### src/hw/rtl/i2cm_pkg.sv
// ----------------------------------------------------------------------------
// i2cm_pkg
// Types and codes shared by the I2C register master sequencer.
// ----------------------------------------------------------------------------
package i2cm_pkg;

  localparam logic [2:0] OP_TICK   = 3'd0;
  localparam logic [2:0] OP_SREAD  = 3'd1;
  localparam logic [2:0] OP_SWRITE = 3'd2;
  localparam logic [2:0] OP_BWRITE = 3'd3;
  localparam logic [2:0] OP_BREAD  = 3'd4;
  localparam logic [2:0] OP_SUPPLY = 3'd5;

  localparam logic [7:0] READ_BIT  = 8'h01;

  typedef enum logic [4:0] {
    PH_IDLE, PH_ST0, PH_ST1, PH_ST2, PH_ST3,
    PH_TX_D, PH_TX_H, PH_TX_L,
    PH_AK_D, PH_AK_H, PH_AK_L,
    PH_WAIT,
    PH_RX_R, PH_RX_H, PH_RX_L,
    PH_MA_D, PH_MA_H, PH_MA_L,
    PH_SP0, PH_SP1, PH_SP2
  } phase_t;

  typedef enum logic [1:0] {
    SEG_DEV, SEG_REG, SEG_DATA, SEG_RDEV
  } seg_t;

  typedef enum logic [1:0] {
    KIND_SREAD, KIND_SWRITE, KIND_BWRITE, KIND_BREAD
  } kind_t;

  typedef struct packed {
    logic [2:0] opcode;
    logic [7:0] dev_addr;
    logic [7:0] reg_addr;
    logic [7:0] data_byte;
    logic [7:0] byte_count;
    logic       sda_sample;
  } cmd_t;

  typedef struct packed {
    logic       scl_level;
    logic       sda_level;
    logic [7:0] read_data;
    logic       read_valid;
    logic       data_request;
    logic       ack_level;
    logic       busy_res;
    logic       done_res;
  } rsp_t;

  typedef struct packed {
    phase_t     phase;
    kind_t      op_kind;
    logic [2:0] bit_index;
    logic [7:0] shift_byte;
    logic [7:0] bytes_left;
    logic [7:0] held_dev_addr;
    logic [7:0] held_reg_addr;
    logic       scl_reg;
    logic       sda_reg;
    seg_t       seg;
    logic       ack_reg;
  } seq_state_t;

endpackage

### src/hw/rtl/i2cm_seq.sv
// ----------------------------------------------------------------------------
// i2cm_seq
// Sequencer state and one pin step of logic per item.
// ----------------------------------------------------------------------------
module i2cm_seq (
  input  logic            clk,
  input  logic            rst,
  input  logic            step_en,
  input  i2cm_pkg::cmd_t  item,
  output i2cm_pkg::rsp_t  result
);

  i2cm_pkg::seq_state_t st;
  i2cm_pkg::seq_state_t st_next;
  logic                 rd_valid;
  logic                 stop_done;
  logic [7:0]           tx_byte;
  logic [2:0]           bit_pos;

  function automatic i2cm_pkg::seq_state_t after_write(input i2cm_pkg::seq_state_t s);
    i2cm_pkg::seq_state_t r;
    r = s;
    if (s.bytes_left == 8'd0) begin
      r.phase = i2cm_pkg::PH_SP0;
    end else if (s.op_kind == i2cm_pkg::KIND_BWRITE) begin
      r.phase = i2cm_pkg::PH_WAIT;
    end else begin
      r.bytes_left = s.bytes_left - 8'd1;
      r.seg        = i2cm_pkg::SEG_DATA;
      r.bit_index  = 3'd0;
      r.phase      = i2cm_pkg::PH_TX_D;
    end
    return r;
  endfunction

  always_comb begin
    case (st.seg)
      i2cm_pkg::SEG_DEV:  tx_byte = st.held_dev_addr;
      i2cm_pkg::SEG_REG:  tx_byte = st.held_reg_addr;
      i2cm_pkg::SEG_DATA: tx_byte = st.shift_byte;
      default:            tx_byte = st.held_dev_addr | i2cm_pkg::READ_BIT;
    endcase
  end

  assign bit_pos = 3'd7 - st.bit_index;

  always_comb begin
    st_next   = st;
    rd_valid  = 1'b0;
    stop_done = 1'b0;
    unique case (item.opcode)
      i2cm_pkg::OP_SREAD, i2cm_pkg::OP_SWRITE,
      i2cm_pkg::OP_BWRITE, i2cm_pkg::OP_BREAD: begin
        if (st.phase == i2cm_pkg::PH_IDLE) begin
          st_next.op_kind       = i2cm_pkg::kind_t'(item.opcode[1:0] - 2'd1);
          st_next.held_dev_addr = item.dev_addr;
          st_next.held_reg_addr = item.reg_addr;
          st_next.shift_byte    = (item.opcode == i2cm_pkg::OP_SWRITE) ? item.data_byte : 8'd0;
          st_next.bytes_left    = (item.opcode == i2cm_pkg::OP_SREAD ||
                                   item.opcode == i2cm_pkg::OP_SWRITE) ? 8'd1 : item.byte_count;
          st_next.seg           = i2cm_pkg::SEG_DEV;
          st_next.bit_index     = 3'd0;
          st_next.phase         = i2cm_pkg::PH_ST0;
        end
      end
      i2cm_pkg::OP_SUPPLY: begin
        if (st.phase == i2cm_pkg::PH_WAIT) begin
          st_next.shift_byte = item.data_byte;
          st_next.bytes_left = st.bytes_left - 8'd1;
          st_next.seg        = i2cm_pkg::SEG_DATA;
          st_next.bit_index  = 3'd0;
          st_next.phase      = i2cm_pkg::PH_TX_D;
        end
      end
      i2cm_pkg::OP_TICK: begin
        unique case (st.phase)
          i2cm_pkg::PH_ST0: begin
            st_next.sda_reg = 1'b1;
            st_next.phase   = i2cm_pkg::PH_ST1;
          end
          i2cm_pkg::PH_ST1: begin
            st_next.scl_reg = 1'b1;
            st_next.phase   = i2cm_pkg::PH_ST2;
          end
          i2cm_pkg::PH_ST2: begin
            st_next.sda_reg = 1'b0;
            st_next.phase   = i2cm_pkg::PH_ST3;
          end
          i2cm_pkg::PH_ST3: begin
            st_next.scl_reg   = 1'b0;
            st_next.bit_index = 3'd0;
            st_next.phase     = i2cm_pkg::PH_TX_D;
          end
          i2cm_pkg::PH_TX_D: begin
            st_next.sda_reg = tx_byte[bit_pos];
            st_next.phase   = i2cm_pkg::PH_TX_H;
          end
          i2cm_pkg::PH_TX_H: begin
            st_next.scl_reg = 1'b1;
            st_next.phase   = i2cm_pkg::PH_TX_L;
          end
          i2cm_pkg::PH_TX_L: begin
            st_next.scl_reg = 1'b0;
            if (st.bit_index == 3'd7) begin
              st_next.phase = i2cm_pkg::PH_AK_D;
            end else begin
              st_next.bit_index = st.bit_index + 3'd1;
              st_next.phase     = i2cm_pkg::PH_TX_D;
            end
          end
          i2cm_pkg::PH_AK_D: begin
            st_next.sda_reg = 1'b1;
            st_next.phase   = i2cm_pkg::PH_AK_H;
          end
          i2cm_pkg::PH_AK_H: begin
            st_next.scl_reg = 1'b1;
            st_next.phase   = i2cm_pkg::PH_AK_L;
          end
          i2cm_pkg::PH_AK_L: begin
            st_next.scl_reg = 1'b0;
            st_next.ack_reg = item.sda_sample;
            unique case (st.seg)
              i2cm_pkg::SEG_DEV: begin
                st_next.seg       = i2cm_pkg::SEG_REG;
                st_next.bit_index = 3'd0;
                st_next.phase     = i2cm_pkg::PH_TX_D;
              end
              i2cm_pkg::SEG_REG: begin
                if (st.op_kind == i2cm_pkg::KIND_SREAD ||
                    st.op_kind == i2cm_pkg::KIND_BREAD) begin
                  st_next.seg   = i2cm_pkg::SEG_RDEV;
                  st_next.phase = i2cm_pkg::PH_ST0;
                end else begin
                  st_next = after_write(st_next);
                end
              end
              i2cm_pkg::SEG_DATA: begin
                st_next = after_write(st_next);
              end
              default: begin
                st_next.phase = (st.bytes_left == 8'd0) ? i2cm_pkg::PH_SP0
                                                        : i2cm_pkg::PH_RX_R;
              end
            endcase
          end
          i2cm_pkg::PH_RX_R: begin
            st_next.sda_reg    = 1'b1;
            st_next.shift_byte = 8'd0;
            st_next.bit_index  = 3'd0;
            st_next.phase      = i2cm_pkg::PH_RX_H;
          end
          i2cm_pkg::PH_RX_H: begin
            st_next.scl_reg = 1'b1;
            st_next.phase   = i2cm_pkg::PH_RX_L;
          end
          i2cm_pkg::PH_RX_L: begin
            st_next.scl_reg = 1'b0;
            if (item.sda_sample) begin
              st_next.shift_byte[bit_pos] = 1'b1;
            end
            if (st.bit_index == 3'd7) begin
              st_next.bytes_left = st.bytes_left - 8'd1;
              rd_valid           = 1'b1;
              st_next.phase      = i2cm_pkg::PH_MA_D;
            end else begin
              st_next.bit_index = st.bit_index + 3'd1;
              st_next.phase     = i2cm_pkg::PH_RX_H;
            end
          end
          i2cm_pkg::PH_MA_D: begin
            st_next.sda_reg = (st.bytes_left == 8'd0);
            st_next.phase   = i2cm_pkg::PH_MA_H;
          end
          i2cm_pkg::PH_MA_H: begin
            st_next.scl_reg = 1'b1;
            st_next.phase   = i2cm_pkg::PH_MA_L;
          end
          i2cm_pkg::PH_MA_L: begin
            st_next.scl_reg = 1'b0;
            st_next.phase   = (st.bytes_left == 8'd0) ? i2cm_pkg::PH_SP0
                                                      : i2cm_pkg::PH_RX_R;
          end
          i2cm_pkg::PH_SP0: begin
            st_next.sda_reg = 1'b0;
            st_next.phase   = i2cm_pkg::PH_SP1;
          end
          i2cm_pkg::PH_SP1: begin
            st_next.scl_reg = 1'b1;
            st_next.phase   = i2cm_pkg::PH_SP2;
          end
          i2cm_pkg::PH_SP2: begin
            st_next.sda_reg = 1'b1;
            stop_done       = 1'b1;
            st_next.phase   = i2cm_pkg::PH_IDLE;
          end
          default: begin
          end
        endcase
      end
      default: begin
      end
    endcase
  end

  always_comb begin
    result.scl_level    = st_next.scl_reg;
    result.sda_level    = st_next.sda_reg;
    result.read_data    = rd_valid ? st_next.shift_byte : 8'd0;
    result.read_valid   = rd_valid;
    result.data_request = (st_next.phase == i2cm_pkg::PH_WAIT);
    result.ack_level    = st_next.ack_reg;
    result.busy_res     = (st_next.phase != i2cm_pkg::PH_IDLE);
    result.done_res     = stop_done;
  end

  always_ff @(posedge clk) begin
    if (rst) begin
      st.phase         <= i2cm_pkg::PH_IDLE;
      st.op_kind       <= i2cm_pkg::KIND_SREAD;
      st.bit_index     <= 3'd0;
      st.shift_byte    <= 8'd0;
      st.bytes_left    <= 8'd0;
      st.held_dev_addr <= 8'd0;
      st.held_reg_addr <= 8'd0;
      st.scl_reg       <= 1'b1;
      st.sda_reg       <= 1'b1;
      st.seg           <= i2cm_pkg::SEG_DEV;
      st.ack_reg       <= 1'b1;
    end else if (step_en) begin
      st <= st_next;
    end
  end

endmodule

### src/hw/rtl/i2c_register_master_top.sv
// ----------------------------------------------------------------------------
// i2c_register_master_top
// I2C register read/write master, one SCL or SDA pin step per tick command.
//
//   channel  direction  handshake              payload
//   cmd      in         cmd_valid / cmd_stall  i2cm_pkg::cmd_t
//   rsp      out        rsp_valid / rsp_stall  i2cm_pkg::rsp_t
//
// one transfer in and one transfer out per cycle when neither side stalls
// the path has two registers: input register, then sequencer step into the result
// register; the sequencer state register loads with the result and sets the rate
// synchronous reset returns the bus to released (scl and sda high), idle
// a stalled result holds the step logic; the input register then stalls cmd
// ----------------------------------------------------------------------------
module i2c_register_master_top (
  input  logic            clk,
  input  logic            rst,
  input  logic            cmd_valid,
  output logic            cmd_stall,
  input  i2cm_pkg::cmd_t  cmd,
  output logic            rsp_valid,
  input  logic            rsp_stall,
  output i2cm_pkg::rsp_t  rsp
);

  logic           in_full;
  i2cm_pkg::cmd_t in_item;
  logic           advance;
  i2cm_pkg::rsp_t step_rsp;

  assign advance   = in_full && (!rsp_valid || !rsp_stall);
  assign cmd_stall = in_full && !advance;

  always_ff @(posedge clk) begin
    if (rst) begin
      in_full <= 1'b0;
    end else if (cmd_valid && !cmd_stall) begin
      in_full <= 1'b1;
    end else if (advance) begin
      in_full <= 1'b0;
    end
  end

  always_ff @(posedge clk) begin
    if (cmd_valid && !cmd_stall) begin
      in_item <= cmd;
    end
  end

  i2cm_seq u_seq (
    .clk     (clk),
    .rst     (rst),
    .step_en (advance),
    .item    (in_item),
    .result  (step_rsp)
  );

  always_ff @(posedge clk) begin
    if (rst) begin
      rsp_valid <= 1'b0;
    end else if (advance) begin
      rsp_valid <= 1'b1;
    end else if (!rsp_stall) begin
      rsp_valid <= 1'b0;
    end
  end

  always_ff @(posedge clk) begin
    if (advance) begin
      rsp <= step_rsp;
    end
  end

  a_done_idle: assert property (@(posedge clk) disable iff (rst)
    rsp_valid && rsp.done_res |-> !rsp.busy_res)
    else $error("stop completed while still busy");

  a_read_busy: assert property (@(posedge clk) disable iff (rst)
    rsp_valid && (rsp.read_valid || rsp.data_request) |-> rsp.busy_res)
    else $error("read byte or data request outside a transaction");

  a_stall_cause: assert property (@(posedge clk) disable iff (rst)
    cmd_stall |-> rsp_valid && rsp_stall)
    else $error("input stalled without a stalled result");

  a_step_loads: assert property (@(posedge clk) disable iff (rst)
    advance |=> rsp_valid)
    else $error("sequencer step lost its result");

endmodule

### config.mk
export PLATFORM = sky130hd
export DESIGN_NAME = i2c_register_master_top
export DESIGN_NICKNAME = d
export VERILOG_FILES = /design/src/hw/rtl/i2cm_pkg.sv /design/src/hw/rtl/i2cm_seq.sv /design/src/hw/rtl/i2c_register_master_top.sv
export SDC_FILE = /design/constraint.sdc
export NUM_CORES = 1
export LEC_CHECK = 0
export BUFFER_PORTS_ARGS = -buffer_cell sky130_fd_sc_hd__buf_2
export CORE_MARGIN = 2
export CORE_UTILIZATION = 53
export DETAILED_ROUTE_END_ITERATION = 12
export PLACE_DENSITY = 0.76
export REMOVE_ABC_BUFFERS = 1
export SLEW_MARGIN = 30
export SYNTH_ARGS = -nofsm -noshare
export SYNTH_HDL_FRONTEND = slang
export SYNTH_SLANG_ARGS = --single-unit
export TNS_END_PERCENT = 100
### constraint.sdc
create_clock -name clk -period 2.7 [get_ports clk]
set_clock_uncertainty 0.1 [all_clocks]
set_input_delay 0 -clock clk [delete_from_list [all_inputs] [get_ports clk]]
set_output_delay 0 -clock clk [all_outputs]
set_load 0.1 [all_outputs]
## Word-level counts from Yosys, hierarchy flattened

Cells that the tools add are included.

| word-level totals | value |
|---|---|
| word-level logic and storage cells | 165 |
| output and inout port bits | 17 |
| register bits | 100 |
| input port bits | 40 |

| cells by class | value |
|---|---|
| multiplexer cells | 57 |
| magnitude comparators | 2 |
| reductions and logical operators | 30 |
| add/sub/neg operators | 4 |
| bitwise operators | 2 |
| equal/unequal tests | 43 |

Operators with widths:

| kind | number |
|---|---|
| $pmux 5 s19 | 1 |
| $pmux 34 s2 | 1 |
| $pmux 19 s3 | 1 |
| $mux 8 | 6 |
| $pmux 8 s3 | 2 |
| $eq 5x4->1 const B | 9 |
| $mux 42 | 1 |
| $mux 37 | 1 |
| $pmux 16 s2 | 1 |
| $pmux 5 s3 | 2 |
| $eq 5x5->1 const B | 5 |
| $eq 5x3->1 const B | 4 |
| $mux 5 | 4 |
| $mux 19 | 1 |
| $pmux 3 s3 | 2 |
| $mux 16 | 1 |
| $mux 2 | 8 |
| $ne 4x4->1 const B | 4 |
| $pmux 8 s2 | 1 |
| $reduce_and 8->1 | 2 |
| $mux 3 | 4 |
| $pmux 2 s3 | 2 |
| $reduce_or 4->1 | 3 |
| $mux 1 | 11 |
| 40 further kinds | 61 |

## Depth between registers and ports, before layout

| logic depth | value |
|---|---|
| depth after elaboration | 9 |
| mapped depth | 9 |
| gate-level depth less buffers | 8 |

## By module

Synthesis repeated with hierarchy kept, for this count alone.

| unflattened totals | value |
|---|---|
| cell total of the unflattened synthesis | 530 |
| area, all modules | 5002.3 µm² |

By module, submodules not included:

| module | instances | sequential area each (µm²) | area each (µm²) | cells each |
|---|---|---|---|---|
| i2cm_seq | 1 | 940.9 | 3384.5 | 469 |
| i2c_register_master_top | 1 | 1571.5 | 1617.8 | 61 |

## Worst setup path after synthesis

Ideal clock, no wire load.

| timing | value |
|---|---|
| path type | reg2reg |
| from | register rsp_valid |
| to | register in_item[0] in the netlist's numbering (enable) |
| setup slack | -0.928 ns |
| stages on the path, launching flop included | 3 |
| data arrival time | 3.095 ns |
| buffers on the path | 0 |
| clock period less this slack | 3.628 ns |
| setup time | 0.433 ns |
| required time | 2.167 ns |
| path through | dfxtp_1 -> and3_1 -> nor2b_1 |

| between the ends | value |
|---|---|
| word-level cells in the longest chain between the ends | 7 |

Ends and longest elaborated chain:

| what | line | source |
|---|---|---|
| start: declaration | i2c_register_master_top.sv:21 | `output logic rsp_valid,` |
| start signal: assignment | i2c_register_master_top.sv:60 | `rsp_valid <= 1'b0;` |
| start signal: assignment | i2c_register_master_top.sv:62 | `rsp_valid <= 1'b1;` |
| start signal: assignment | i2c_register_master_top.sv:64 | `rsp_valid <= 1'b0;` |
| $logic_not 1->1 | i2c_register_master_top.sv:31 | `assign advance = in_full && (!rsp_valid \|\| !rsp_stall);` |
| $logic_or 1x1->1 | i2c_register_master_top.sv:31 |  |
| $logic_and 1x1->1 | i2c_register_master_top.sv:31 |  |
| $logic_not 1->1 | i2c_register_master_top.sv:32 | `assign cmd_stall = in_full && !advance;` |
| $logic_and 1x1->1 | i2c_register_master_top.sv:32 |  |
| via cmd_stall | i2c_register_master_top.sv:19 | `output logic cmd_stall,` |
| $logic_not 1->1 | i2c_register_master_top.sv:45 | `if (cmd_valid && !cmd_stall) begin` |
| $logic_and 1x1->1 | i2c_register_master_top.sv:45 |  |
| end signal: assignment | i2c_register_master_top.sv:46 | `in_item <= cmd;` |
| end: declaration | i2c_register_master_top.sv:27 | `i2cm_pkg::cmd_t in_item;` |

The timed path passes the listed nets, and every way through them passes these cells.
A chain may end at the register's enable or synchronous reset.

## Final worst setup path

| timing | value |
|---|---|
| from | register in_item[33] in the netlist's numbering |
| to | register rsp[9] in the netlist's numbering (data pin) |

| between the ends | value |
|---|---|
| word-level cells in the longest chain between the ends | 4 |
| elaborated cells between the ends (all ways) | 11 |
| classes of those cells | eq/ne: 5; mux: 4; reduce/logical: 2 |

Ends and longest elaborated chain:

| what | line | source |
|---|---|---|
| $eq 3x2->1 | i2cm_seq.sv:51, i2cm_seq.sv:58 |  |
| $mux 8 | i2cm_seq.sv:58 | `st_next.shift_byte = (item.opcode == i2cm_pkg::OP_SWRITE) ? item.data_byte : 8'd0;` |
| $mux 42 | i2cm_seq.sv:54 | `if (st.phase == i2cm_pkg::PH_IDLE) begin` |
| $pmux 19 s3 | i2cm_seq.sv:51 | `unique case (item.opcode)` |
| end signal: assignment | i2c_register_master_top.sv:70 | `rsp <= step_rsp;` |
| end: declaration | i2c_register_master_top.sv:23 | `output i2cm_pkg::rsp_t rsp` |

Parallel ways exist; a longest one is shown, timed or not. The select of a mux whose other input is x is not followed.

==> impl_metrics.json <==
{
  "timing.final.crit_period_ns": 2.69,
  "whs_ns": 0.220,
  "rsz0062_at_grt": "yes",
  "outcome": "finished, final reports clean",
  "portBuffers": 56,
  "top_usage_layer": "met2",
  "drv_slew": 0,
  "fmax_mhz": 371,
  "drt_wl_total_um": 14300,
  "final_hold_viol_count": 0,
  "r2r-start": "in_item[33]",
  "place_congestion": 0.985,
  "wire_per_inst_um": 18.3,
  "cap_violations": 0,
  "slowest_delay_ns": 0.57,
  "finish.utilization_pct": 68.5,
  "cts_tree": "done",
  "clock_sinks": 100,
  "synth-seq-area-share_pct": 48.2,
  "die_area_um2": 10600,
  "fp.dieW_um": 103,
  "cp-start-kind": "register",
  "power_leakage_nw": 2.37,
  "cp-end-kind": "register",
  "async_reset_ff_share_pct": 0,
  "synthDistinctLibCells": 71,
  "dp_hpwl_um": 9470,
  "maxSlewHeadroom_pct": 57.1,
  "holdCritStartpoint": "cmd[18]",
  "grt_start_max_net_pins": 37,
  "root_buffer": "clkbuf_8",
  "path_class": "reg2reg",
  "crit_chain": "ha_2, or4_4, and2_4, a221o_4, a221oi_4, a21oi_1",
  "drtAntennaViolNets": 0,
  "hold_class": "in2reg",
  "setup_viol_count_final": 0,
  "grt_antenna_before_repair": 0,
  "clockBufferDepth": 2,
  "start_util_pct": 54.1,
  "core_um2": 9640,
  "chipHeight_um": 103,
  "r2r_end": "rsp[9]",
  "cp_max_fo": 8,
  "vias_per_cell": 6.05,
  "met1_usage_pct": 34.9,
  "grt_pass1_wl_um": 22200,
  "drt-initial-drc-count": 311,
  "use_met2_pct": 46.1,
  "pin_count": 57,
  "cts.htree.levels": 3,
  "ys_warn_count": 0,
  "ys_ff_latch": 100,
  "nets": 699,
  "final.period_utilization_pct": 99.7,
  "synth_area_um2": 5220,
  "grtUsageTotal_pct": 27.4,
  "required_ns": 2.72,
  "finalWorstSetupSlack_ns": 0.00690,
  "worstMarginPinSlew_ns": 0.639,
  "grt_pass1_vias": 4445,
  "drive_gt1_share_pct": 21.4,
  "powerDensity_nw_per_um2": 517,
  "syn_inst": 526,
  "synth_edf_count": 51,
  "area_growth_pct": 26.7,
  "r2r_slack_ns": 0.007,
  "path_clk_slew_ns": 0.09,
  "synth_top_flop_cell": "edfxtp_1",
  "ir_drop_v": 0.000700,
  "min_to": "in_item[18]",
  "num_rows": 36,
  "diodes": 0,
  "syn_area_per_cell_um2": 9.91,
  "numCtsBuffers": 9,
  "overflow": 0,
  "critPathSlowestCell": "or4_4",
  "use_met3_pct": 7.53,
  "drtPass1Iterations": 4,
  "via_count": 4746,
  "drc": 0,
  "pre_cts_ws_ns": -0.0886,
  "holdPathStages": 2,
  "insertion_delay_ns": 0.38,
  "reg2reg_depth": 6,
  "crit_arrival_ns": 2.72
}
registers in the layout (all words and copies together), names as in the netlist:
| signal | count |
|---|---|
| in_full | 1 |
| u_seq.st | 47 |
| rsp | 15 |
| in_item | 36 |
| rsp_valid | 1 |
placed cells by master (no fill, tap or decap), drive strengths merged, types with 4 or more instances in the layout:
cell         count
nor2            62
o211ai           5
o31a             4
ha              13
nand4            7
o22ai            4
a22o             4
a21o             4
nand2b          10
dfxtp           49
nor3b            6
inv             21
mux2i           21
dlygate4sd3     41
o2111ai          4
nor3            17
nand3            7
and3             5
or2              6
a211oi          20
a22oi            7
nand2           29
and2             7
a21oi           36
edfxtp          51
o21ai           18
clkbuf           9
a32oi            6
o32ai            4
nor2b            7
buf             98
a221oi          14
Yosys cell counts (4+ instances only):
library cell	count	share of area (%)
clkbuf_1	20	1.4
and2_1	5	0.60
o2111ai_1	4	0.67
dfxtp_1	49	19
nor3b_1	6	0.86
ha_1	13	3.1
nand3_1	7	0.67
inv_1	18	1.3
a22oi_1	7	1.0
nor2b_1	7	0.84
o211ai_1	5	0.72
nor2_1	62	4.5
nand2_1	29	2.1
and3_1	5	0.60
nand2b_1	10	1.2
nor3_1	17	1.6
a221oi_1	13	2.2
a21oi_1	36	3.5
nand4_1	7	0.84
a211oi_1	20	2.9
a32oi_1	6	1.0
edfxtp_1	51	29
or2_0	5	0.60
mux2i_1	21	4.0
buf_2	9	0.86
o22ai_1	4	0.48
o21ai_0	18	1.7
a22o_1	4	0.67
per-stage QoR:
stage	setup TNS (ns)	instance area [um^2]	instances	total power, mW
floorplan	-47.30	5080	495	2.10
global placement	-0.0256	5860	725	2.29
detailed placement	-0.526	5860	725	2.30
CTS	0	6530	782	3.39
global route	-0.364	6610	784	3.54
finish	0	6610	784	3.41
layout make-up:
cell class,count,area [um^2]
multi-input cells,377,2620
inverters,19,71.3
clock inverters,7,95.1
well taps,133,166
flip-flops and latches,100,2510
repair buffers,139,1020
clock buffers,9,124
fillers,740,3030
power by group:
group / switching, mW / internal [mW]
Combinational: 0.384 / 0.248
Clock: 0.531 / 0.527
Sequential: 0.0522 / 1.67
Total: 0.968 / 2.44
cell families (layout without fill, tap and decap cells):
kind of cell | Yosys count | count (layout) | share of synthesized area, %
xor+xnor | 4 | 4 | 0.672
mux | 22 | 22 | 4.25
flops | 100 | 100 | 48.2
fa+ha+maj | 13 | 13 | 3.12
buf+inv | 50 | 174 | 3.96
compound gates | 160 | 161 | 22.5
simple gates | 177 | 177 | 17.3
worst max-delay path, delay by kind of cell, from the launching register on:
kind            cells  cell delay, ns
simple gates        2            0.77
flops               1            0.45
compound gates      3            0.89
fa+ha+maj           1            0.22
worst max path at each step:
stage	startpoint	to	slack (ns)	cells after the start
final	in_item[33]	rsp[9]	0.007	6
after global routing	in_item[33]	rsp[9]	-0.08	6
after CTS	in_item[33]	rsp[6]	0.008	6
after detailed placement	in_item[33]	rsp[9]	-0.09	6
after global placement	in_item[33]	rsp[10]	-0.01	6
after floorplan	rsp_valid	in_item[0]	-0.93	2
per-layer routing:
layer,wire length (um),up-vias
met5,0,-
li1,-,2253
met3,1030,22
met2,7010,202
met1,6030,2269
met4,265,0
repair_timing:
action	4_1_cts	5_1_grt
pin swaps	6	4
endpoints found under the hold margin	43	0
setup buffers	0	1
hold buffers	41	0
cloned	0	1
setup endpoints to repair	7	18
gates resized for setup	8	6
Note: power is estimated with default switching activity, not from simulation.
